[src/brf_pkg.sv]
// Package: constants, codes and shared types of the byte ring FIFO.
package brf_pkg;

  localparam int CAPACITY = 255;
  localparam int SLOTS    = CAPACITY + 1;
  localparam int PTR_W    = $clog2(SLOTS);
  localparam int BYTE_W   = 8;
  localparam int CNT_W    = 7;
  localparam int MAX_RUN  = 64;

  typedef logic [PTR_W-1:0]  ptr_t;
  typedef logic [BYTE_W-1:0] byte_t;

  typedef enum logic [1:0] {
    OP_PUSH  = 2'd0,
    OP_POP   = 2'd1,
    OP_FIND  = 2'd2,
    OP_CLEAR = 2'd3
  } op_t;

  typedef enum logic [1:0] {
    ST_OK        = 2'd0,
    ST_REFUSED   = 2'd1,
    ST_OVERWRITE = 2'd2
  } status_t;

  typedef enum logic [2:0] {
    S_IDLE,
    S_EXEC,
    S_POP_RD,
    S_POP_EM,
    S_FIND_RD,
    S_FIND_CMP,
    S_EMIT
  } state_t;

  typedef struct packed {
    logic  we;
    ptr_t  waddr;
    byte_t wdata;
    logic  re;
    ptr_t  raddr;
  } mem_req_t;

endpackage

[src/brf_store.sv]
// Byte store: one write port, one read port with registered read data.
module brf_store (
  input  logic              clk,
  input  brf_pkg::mem_req_t mem_req,
  output brf_pkg::byte_t    rd_data
);

  brf_pkg::byte_t mem [brf_pkg::SLOTS];
  brf_pkg::byte_t rd_data_r;

  always_ff @(posedge clk) begin
    if (mem_req.we) begin
      mem[mem_req.waddr] <= mem_req.wdata;
    end
    // hold read data until the next read request
    if (mem_req.re) begin
      rd_data_r <= mem[mem_req.raddr];
    end
  end

  assign rd_data = rd_data_r;

endmodule

[src/brf_ctrl.sv]
// Sequencer: pointers, shared compare step, result register.
module brf_ctrl (
  input  logic                     clk,
  input  logic                     rst_n,
  input  logic                     in_valid,
  output logic                     in_stall,
  input  logic [1:0]               in_opcode,
  input  brf_pkg::byte_t           in_data_byte,
  input  logic [brf_pkg::CNT_W-1:0] in_pop_count,
  input  brf_pkg::byte_t           in_search_offset,
  output logic                     out_valid,
  input  logic                     out_stall,
  output brf_pkg::byte_t           out_out_byte,
  output brf_pkg::byte_t           out_found_position,
  output brf_pkg::byte_t           out_fill_count,
  output logic [1:0]               out_status,
  output logic                     out_last_of_run,
  output brf_pkg::mem_req_t        mem_req,
  input  brf_pkg::byte_t           rd_data
);

  brf_pkg::state_t state_r, state_nxt;
  brf_pkg::ptr_t   wp_r, wp_nxt, rp_r, rp_nxt;
  brf_pkg::op_t    op_r, op_nxt;
  brf_pkg::byte_t  key_r, key_nxt;
  logic [brf_pkg::CNT_W-1:0] cnt_r, cnt_nxt, rem_r, rem_nxt;
  brf_pkg::byte_t  off_r, off_nxt;
  brf_pkg::ptr_t   idx_r, idx_nxt;
  brf_pkg::byte_t  res_pos_r, res_pos_nxt, res_fill_r, res_fill_nxt;
  brf_pkg::status_t res_status_r, res_status_nxt;
  logic            out_valid_r, out_valid_nxt;
  brf_pkg::byte_t  out_byte_r, out_byte_nxt, out_pos_r, out_pos_nxt;
  brf_pkg::byte_t  out_fill_r, out_fill_nxt;
  brf_pkg::status_t out_status_r, out_status_nxt;
  logic            out_last_r, out_last_nxt;

  brf_pkg::ptr_t   used;
  logic            accept;
  logic            out_free;
  logic            refused;
  logic            full;
  logic            match;
  logic            scan_end;

  assign used     = wp_r - rp_r;
  assign accept   = in_valid && (state_r == brf_pkg::S_IDLE);
  assign out_free = !out_valid_r || !out_stall;
  assign refused  = ({1'b0, cnt_r} > used) ||
                    (cnt_r > brf_pkg::CNT_W'(brf_pkg::MAX_RUN));
  assign full     = (used == brf_pkg::PTR_W'(brf_pkg::CAPACITY));
  assign match    = (rd_data == key_r);
  assign scan_end = ((idx_r + 1'b1) == used);

  assign in_stall           = (state_r != brf_pkg::S_IDLE);
  assign out_valid          = out_valid_r;
  assign out_out_byte       = out_byte_r;
  assign out_found_position = out_pos_r;
  assign out_fill_count     = out_fill_r;
  assign out_status         = out_status_r;
  assign out_last_of_run    = out_last_r;

  // next state
  always_comb begin
    state_nxt = state_r;
    unique case (state_r)
      brf_pkg::S_IDLE: begin
        if (accept) state_nxt = brf_pkg::S_EXEC;
      end
      brf_pkg::S_EXEC: begin
        unique case (op_r)
          brf_pkg::OP_POP: begin
            if (refused || (cnt_r == '0)) state_nxt = brf_pkg::S_EMIT;
            else state_nxt = brf_pkg::S_POP_RD;
          end
          brf_pkg::OP_FIND: begin
            if (off_r >= used) state_nxt = brf_pkg::S_EMIT;
            else state_nxt = brf_pkg::S_FIND_RD;
          end
          default: state_nxt = brf_pkg::S_EMIT;
        endcase
      end
      brf_pkg::S_POP_RD: state_nxt = brf_pkg::S_POP_EM;
      brf_pkg::S_POP_EM: begin
        if (out_free) begin
          state_nxt = (rem_r == brf_pkg::CNT_W'(1)) ? brf_pkg::S_IDLE : brf_pkg::S_POP_RD;
        end
      end
      brf_pkg::S_FIND_RD: state_nxt = brf_pkg::S_FIND_CMP;
      brf_pkg::S_FIND_CMP: begin
        if (match || scan_end) state_nxt = brf_pkg::S_EMIT;
        else state_nxt = brf_pkg::S_FIND_RD;
      end
      brf_pkg::S_EMIT: begin
        if (out_free) state_nxt = brf_pkg::S_IDLE;
      end
      default: state_nxt = brf_pkg::S_IDLE;
    endcase
  end

  // datapath and outputs
  always_comb begin
    wp_nxt         = wp_r;
    rp_nxt         = rp_r;
    op_nxt         = op_r;
    key_nxt        = key_r;
    cnt_nxt        = cnt_r;
    off_nxt        = off_r;
    rem_nxt        = rem_r;
    idx_nxt        = idx_r;
    res_pos_nxt    = res_pos_r;
    res_fill_nxt   = res_fill_r;
    res_status_nxt = res_status_r;
    out_valid_nxt  = out_valid_r && out_stall;
    out_byte_nxt   = out_byte_r;
    out_pos_nxt    = out_pos_r;
    out_fill_nxt   = out_fill_r;
    out_status_nxt = out_status_r;
    out_last_nxt   = out_last_r;
    mem_req        = '0;

    unique case (state_r)
      brf_pkg::S_IDLE: begin
        if (accept) begin
          op_nxt  = brf_pkg::op_t'(in_opcode);
          key_nxt = in_data_byte;
          cnt_nxt = in_pop_count;
          off_nxt = in_search_offset;
        end
      end
      brf_pkg::S_EXEC: begin
        res_pos_nxt    = '0;
        res_fill_nxt   = used;
        res_status_nxt = brf_pkg::ST_OK;
        unique case (op_r)
          brf_pkg::OP_PUSH: begin
            mem_req.we    = 1'b1;
            mem_req.waddr = wp_r;
            mem_req.wdata = key_r;
            wp_nxt        = wp_r + 1'b1;
            if (full) begin
              // drop the oldest byte: read pointer lands one past new write pointer
              rp_nxt         = wp_r + brf_pkg::PTR_W'(2);
              res_status_nxt = brf_pkg::ST_OVERWRITE;
            end else begin
              res_fill_nxt = used + 1'b1;
            end
          end
          brf_pkg::OP_POP: begin
            if (refused) begin
              res_status_nxt = brf_pkg::ST_REFUSED;
            end else begin
              rem_nxt      = cnt_r;
              res_fill_nxt = used - {1'b0, cnt_r};
            end
          end
          brf_pkg::OP_FIND: begin
            if (off_r >= used) res_pos_nxt = used;
            else idx_nxt = off_r;
          end
          brf_pkg::OP_CLEAR: begin
            wp_nxt       = '0;
            rp_nxt       = '0;
            res_fill_nxt = '0;
          end
          default: ;
        endcase
      end
      brf_pkg::S_POP_RD: begin
        mem_req.re    = 1'b1;
        mem_req.raddr = rp_r;
        rp_nxt        = rp_r + 1'b1;
      end
      brf_pkg::S_POP_EM: begin
        if (out_free) begin
          out_valid_nxt  = 1'b1;
          out_byte_nxt   = rd_data;
          out_pos_nxt    = '0;
          out_fill_nxt   = res_fill_r;
          out_status_nxt = brf_pkg::ST_OK;
          out_last_nxt   = (rem_r == brf_pkg::CNT_W'(1));
          rem_nxt        = rem_r - 1'b1;
        end
      end
      brf_pkg::S_FIND_RD: begin
        mem_req.re    = 1'b1;
        mem_req.raddr = rp_r + idx_r;
      end
      brf_pkg::S_FIND_CMP: begin
        if (match) res_pos_nxt = idx_r;
        else if (scan_end) res_pos_nxt = used;
        else idx_nxt = idx_r + 1'b1;
      end
      brf_pkg::S_EMIT: begin
        if (out_free) begin
          out_valid_nxt  = 1'b1;
          out_byte_nxt   = '0;
          out_pos_nxt    = res_pos_r;
          out_fill_nxt   = res_fill_r;
          out_status_nxt = res_status_r;
          out_last_nxt   = 1'b1;
        end
      end
      default: ;
    endcase
  end

  always_ff @(posedge clk) begin
    if (!rst_n) begin
      state_r     <= brf_pkg::S_IDLE;
      wp_r        <= '0;
      rp_r        <= '0;
      out_valid_r <= 1'b0;
    end else begin
      state_r     <= state_nxt;
      wp_r        <= wp_nxt;
      rp_r        <= rp_nxt;
      out_valid_r <= out_valid_nxt;
    end
  end

  always_ff @(posedge clk) begin
    op_r         <= op_nxt;
    key_r        <= key_nxt;
    cnt_r        <= cnt_nxt;
    off_r        <= off_nxt;
    rem_r        <= rem_nxt;
    idx_r        <= idx_nxt;
    res_pos_r    <= res_pos_nxt;
    res_fill_r   <= res_fill_nxt;
    res_status_r <= res_status_nxt;
    out_byte_r   <= out_byte_nxt;
    out_pos_r    <= out_pos_nxt;
    out_fill_r   <= out_fill_nxt;
    out_status_r <= out_status_nxt;
    out_last_r   <= out_last_nxt;
  end

endmodule

[src/byte_ring_fifo_overwrite_find.sv]
// Top level: circular byte FIFO with overwrite on full, run pop and byte find.
//
//   channel | handshake          | payload
//   --------+--------------------+-----------------------------------------------
//   in_     | in_valid/in_stall  | opcode, data_byte, pop_count, search_offset
//   out_    | out_valid/out_stall| out_byte, found_position, fill_count,
//           |                    | status, last_of_run
//
// Sequence: push, clear, a refused pop and a pop of zero bytes go from accept
//   through the execute and emit states to the result; a pop of N bytes runs a
//   read and an emit state per byte, a find a read and a compare state per byte
//   scanned, then the emit state. The single memory read port with registered
//   read data and the one shared byte comparator handle one byte at a time.
// Reset: rst_n low clears state and both pointers; store contents stay unknown.
// Stalls: in_stall is high from accept until the last item of the run has
//   been loaded into the output register; out_stall holds that register.
module byte_ring_fifo_overwrite_find (
  input  logic                      clk,
  input  logic                      rst_n,
  // request channel
  input  logic                      in_valid,
  output logic                      in_stall,
  input  logic [1:0]                in_opcode,
  input  brf_pkg::byte_t            in_data_byte,
  input  logic [brf_pkg::CNT_W-1:0] in_pop_count,
  input  brf_pkg::byte_t            in_search_offset,
  // result channel
  output logic                      out_valid,
  input  logic                      out_stall,
  output brf_pkg::byte_t            out_out_byte,
  output brf_pkg::byte_t            out_found_position,
  output brf_pkg::byte_t            out_fill_count,
  output logic [1:0]                out_status,
  output logic                      out_last_of_run
);

  // request from the sequencer to the store, and data coming back
  brf_pkg::mem_req_t mem_req;
  brf_pkg::byte_t    rd_data;

  // Sequencer: decodes the item, walks the store one byte per step and
  // feeds the output register. Pointers live here; the fill count is the
  // pointer difference modulo the slot count, one slot kept free.
  brf_ctrl u_ctrl (
    .clk                (clk),
    .rst_n              (rst_n),
    .in_valid           (in_valid),
    .in_stall           (in_stall),
    .in_opcode          (in_opcode),
    .in_data_byte       (in_data_byte),
    .in_pop_count       (in_pop_count),
    .in_search_offset   (in_search_offset),
    .out_valid          (out_valid),
    .out_stall          (out_stall),
    .out_out_byte       (out_out_byte),
    .out_found_position (out_found_position),
    .out_fill_count     (out_fill_count),
    .out_status         (out_status),
    .out_last_of_run    (out_last_of_run),
    .mem_req            (mem_req),
    .rd_data            (rd_data)
  );

  // Storage: one slot per pointer value; only entries between the pointers
  // are ever read, and those were all written by a push.
  brf_store u_store (
    .clk     (clk),
    .mem_req (mem_req),
    .rd_data (rd_data)
  );

endmodule

[config.mk]
export PLATFORM = sky130hd
export DESIGN_NAME = byte_ring_fifo_overwrite_find
export DESIGN_NICKNAME = d
export VERILOG_FILES = /design/src/brf_pkg.sv /design/src/brf_store.sv /design/src/brf_ctrl.sv /design/src/byte_ring_fifo_overwrite_find.sv
export SDC_FILE = /design/constraint.sdc
export NUM_CORES = 2
export LEC_CHECK = 0
export ABC_AREA = 1
export BUFFER_PORTS_ARGS = -buffer_cell sky130_fd_sc_hd__buf_2
export CAP_MARGIN = 20
export CORE_UTILIZATION = 30
export CTS_BUF_LIST = sky130_fd_sc_hd__clkbuf_4
export CTS_CLUSTER_SIZE = 16
export DETAILED_ROUTE_END_ITERATION = 8
export GPL_ROUTABILITY_DRIVEN = 0
export HOLD_SLACK_MARGIN = 0.15
export PLACE_DENSITY = 0.47
export SETUP_SLACK_MARGIN = 0.05
export SYNTH_ARGS = -nofsm -noshare
export SYNTH_HDL_FRONTEND = slang
export SYNTH_SLANG_ARGS = --single-unit
[constraint.sdc]
create_clock -name clk -period 25.2 [get_ports clk]
set_clock_uncertainty 0.2 [all_clocks]
set_input_delay 5.04 -clock clk [delete_from_list [all_inputs] [get_ports clk]]
set_output_delay 5.04 -clock clk [all_outputs]
set_load 0.01 [all_outputs]
==> results.py <==
metrics = {
    "logic_synthesis": {
        "ys_warn_count": 0,
        "ys.flop_type": "edfxtp_1",
        "yosys.area_share.xor_xnor": 0.00308,
        "syn_nets": 8848,
        "synthSimpleGateAreaFrac": 0.235,
        "synth_top_family_by_area": "simple AND/OR/NAND/NOR gates",
        "ys_types": 47,
        "synthAdderAreaFrac": 0.00583,
        "synthMuxAreaShare": 0,
        "netlist_instances": 8776,
        "yosys-top-cells-count": "edfxtp_1 (2141), nand3_1 (2023), nand2_1 (1708)",
        "synth_area_leader_cell": "edfxtp_1",
        "synth_edf_count": 2141,
        "yosysMostFrequentCell": "edfxtp_1",
        "synth.ff_latch_count": 2161,
        "async_reset_ff_frac": 0,
        "synth_compound_area_frac": 0.0177,
        "yosys-top-cells-area": "edfxtp_1 (67%), nand3_1 (11%), nand2_1 (6.7%), nand3b_1 (4.7%), inv_1 (3.7%)",
        "syn_area_sq_um": 96100,
        "syn_avg_cell_area_sq_um": 11.0,
        "seq_area_frac_synth": 0.673,
        "synth.top_cell.area_share": 0.669,
    },
    "pwr": {
        "comb_power_share": 0.236,
        "p_switching_mw": 3.27,
        "irDropWorstVdd_mv": 0.0488,
        "clockPowerShare": 0.335,
        "p_leak_nw": 40.7,
        "internal_power_mw": 6.32,
        "seqPwrFrac": 0.429,
        "p_per_area_nw_per_um2": 89.0,
        "power.share.switching": 0.341,
    },
    "critical_path": {
        "cp-start-kind": "flop",
        "worstSetupEndpointType": "output port",
        "crit_type": "reg2out",
        "required_ps": 19960,
        "worst_path_max_delay_cell": "dfxtp_1",
        "path_max_fanout": 5,
        "cpPeakStageDelay_ps": 370,
        "cp.arrival_ps": 2390,
        "path_cells": "nor2_1, nand2_1, buf_2",
    },
    "grt": {
        "antenna_found_initial": 16,
        "grt_start_max_net_pins": 210,
        "grt_busiest_layer": "met2",
        "use_met2": 0.299,
        "grt_usage": 0.190,
        "grt_pass1_wl_microns": 461000,
        "grtUsageMet3": 0.0409,
        "overflow": 0,
        "grt_pass1_vias": 67558,
        "met1_usage": 0.258,
    },
    "sta": {
        "min_period_over_period": 0.303,
        "fmax_mhz": 131,
        "period_needed_ps": 7630,
        "tightest_slew_ps": 1180,
        "timing.final.max_slew_violations": 0,
        "setup_tns_ps": 0,
        "slew_headroom": 0.213,
        "grt_setup_unrepaired": "false",
        "setup_viol": 0,
        "report.final.hold_viol_count": 0,
    },
    "hold_path": {
        "min_path_type": "reg2reg",
    },
    "die": {
        "fp.dieArea_sq_um": 323000,
        "core_sq_um": 318000,
        "start_util": 0.302,
        "die_h_microns": 568,
        "die_w_microns": 568,
        "num_rows": 207,
        "pin_count": 58,
    },
    "cells_and_area": {
        "nets": 9030,
        "drive_gt1_frac": 0.123,
        "stdcell_area_sq_um": 108000,
        "syn2layout_area_growth_pct": 12.1,
        "num-fill-cells": 31970,
    },
    "clock_network": {
        "ctsRootBufferMaster": "clkbuf_4",
        "htreeDepth": 6,
        "cts_max_path_buffers": 4,
        "postCtsSetupBuffers": 0,
        "clock_latency_ps": 1350,
        "cts_resized": 0,
        "hold_buffers": 0,
        "cts_tree": "built",
        "cts_sinks": 2161,
        "path_clk_slew_ps": 60,
        "cts_buffers": 601,
    },
    "run": {
        "drv_cap": 0,
    },
    "placed_design": {
        "hpwl_microns": 176000,
        "dpl_cell_area_sq_um": 100000,
        "port-buffer-count": 57,
    },
    "drt": {
        "route.vias.total": 68164,
        "wl_per_cell_microns": 23.2,
        "wl_microns": 315000,
        "antenna_left": 0,
        "initialDrtViolationCount": 6589,
        "viasPerCell": 5.02,
        "drc": 0,
        "dr.pass1.iters": 6,
    },
    "status": {
        "status": "finished, final reports clean",
    },
}
## kinds of logic (layout without fill, tap and decap cells)
| logic type | Yosys count | in the layout |
|---|---|---|
| other | 0 | 14 |
| AND/OR/NAND/NOR | 4721 | 4721 |
| buffers and inverters | 1549 | 2151 |
| flip-flops | 2161 | 2161 |
| XOR/XNOR | 33 | 33 |
| adder cells (fa/ha/maj) | 43 | 43 |
| AO/OA/AOI/OAI | 269 | 269 |
## cells in the final DEF (no fill, tap or decap), types with 40 or more instances in the layout
cell      instances
edfxtp_1       2141
nand3_1        2021
nand2_1        1692
inv_1           949
clkbuf_4        874
nand3b_1        599
nor2_1          347
o211ai_1        105
clkinv_1         99
buf_4            94
o21ai_0          73
buf_2            58
a21oi_1          55
ha_1             40
## state kept, by name, indices dropped and copies added (netlist names), 8 cells and up
| signal | cells |
|---|---|
| u_store.mem | 2048 |
| u_store.rd_data | 8 |
| u_ctrl.res_fill_r | 8 |
| u_ctrl.out_fill_count | 8 |
| u_ctrl.off_r | 8 |
| u_ctrl.res_pos_r | 8 |
| u_ctrl.out_found_position | 8 |
| u_ctrl.idx_r | 8 |
| u_ctrl.wp_r | 8 |
| u_ctrl.key_r | 8 |
| u_ctrl.out_out_byte | 8 |
| u_ctrl.rp_r | 8 |
## area by class of cell
| cell class | count | area (sq um) | area share |
|---|---|---|---|
| Inverter | 960 | 3620 | 0.0336 |
| Clock inverter | 150 | 951 | 0.00882 |
| Multi-Input combinational cell | 5066 | 25400 | 0.236 |
| Timing Repair Buffer | 168 | 1320 | 0.0122 |
| Sequential cell | 2161 | 64700 | 0.600 |
| Clock buffer | 873 | 6550 | 0.0608 |
| Tap cell | 4180 | 5230 | 0.0485 |
| Antenna cell | 14 | 35.0 | 0.000325 |
## metrics by stage
stage	total power, mW	hold WS (ps)	setup WS (ps)	util	cells
final	9.60	198	17570	0.339	13572
after global routing	10.0	208	17360	0.339	13563
after CTS	9.67	174	17400	0.338	13554
after detailed placement	6.44	215	18050	0.315	12531
after global placement	6.44	208	18110	0.315	12528
after floorplan	5.59	200	16520	-	8776
## power groups by stage
stage,clock (mW),combinational (mW),sequential (mW)
after floorplan,0,1.41,4.18
after global routing,3.48,2.45,4.12
after CTS,3.30,2.26,4.11
final,3.22,2.27,4.11
after detailed placement,0,2.25,4.19
after global placement,0,2.25,4.19
## worst paths after layout
check	from	to	slack, ps	cells past startpoint
setup reg to reg	u_ctrl.idx_r[0]$_DFFE_PP_	u_store.rd_data[5]$_DFFE_PN_	18100	15
hold / removal	u_ctrl.res_fill_r[5]$_DFFE_PP_	u_ctrl.out_fill_count[5]$_DFFE_PP_	200	0
setup / recovery	u_ctrl.state_r[1]$_SDFFE_PN0P_	in_stall	17570	3
hold reg to reg	u_ctrl.res_fill_r[5]$_DFFE_PP_	u_ctrl.out_fill_count[5]$_DFFE_PP_	200	0
## critical path, delay by kind of cell (launching register included)
family	cells	cell delay (ps)
AND/OR/NAND/NOR	2	480
buffers and inverters	1	190
flip-flops	1	370
## per-layer routing
| layer | part of all wire | routed length, microns |
|---|---|---|
| met2 | 0.45 | 143000 |
| met1 | 0.44 | 138000 |
| met4 | 0.031 | 9680 |
| met3 | 0.076 | 24000 |
| met5 | 0.000076 | 24 |
Note: power is estimated with default switching activity, not from simulation.
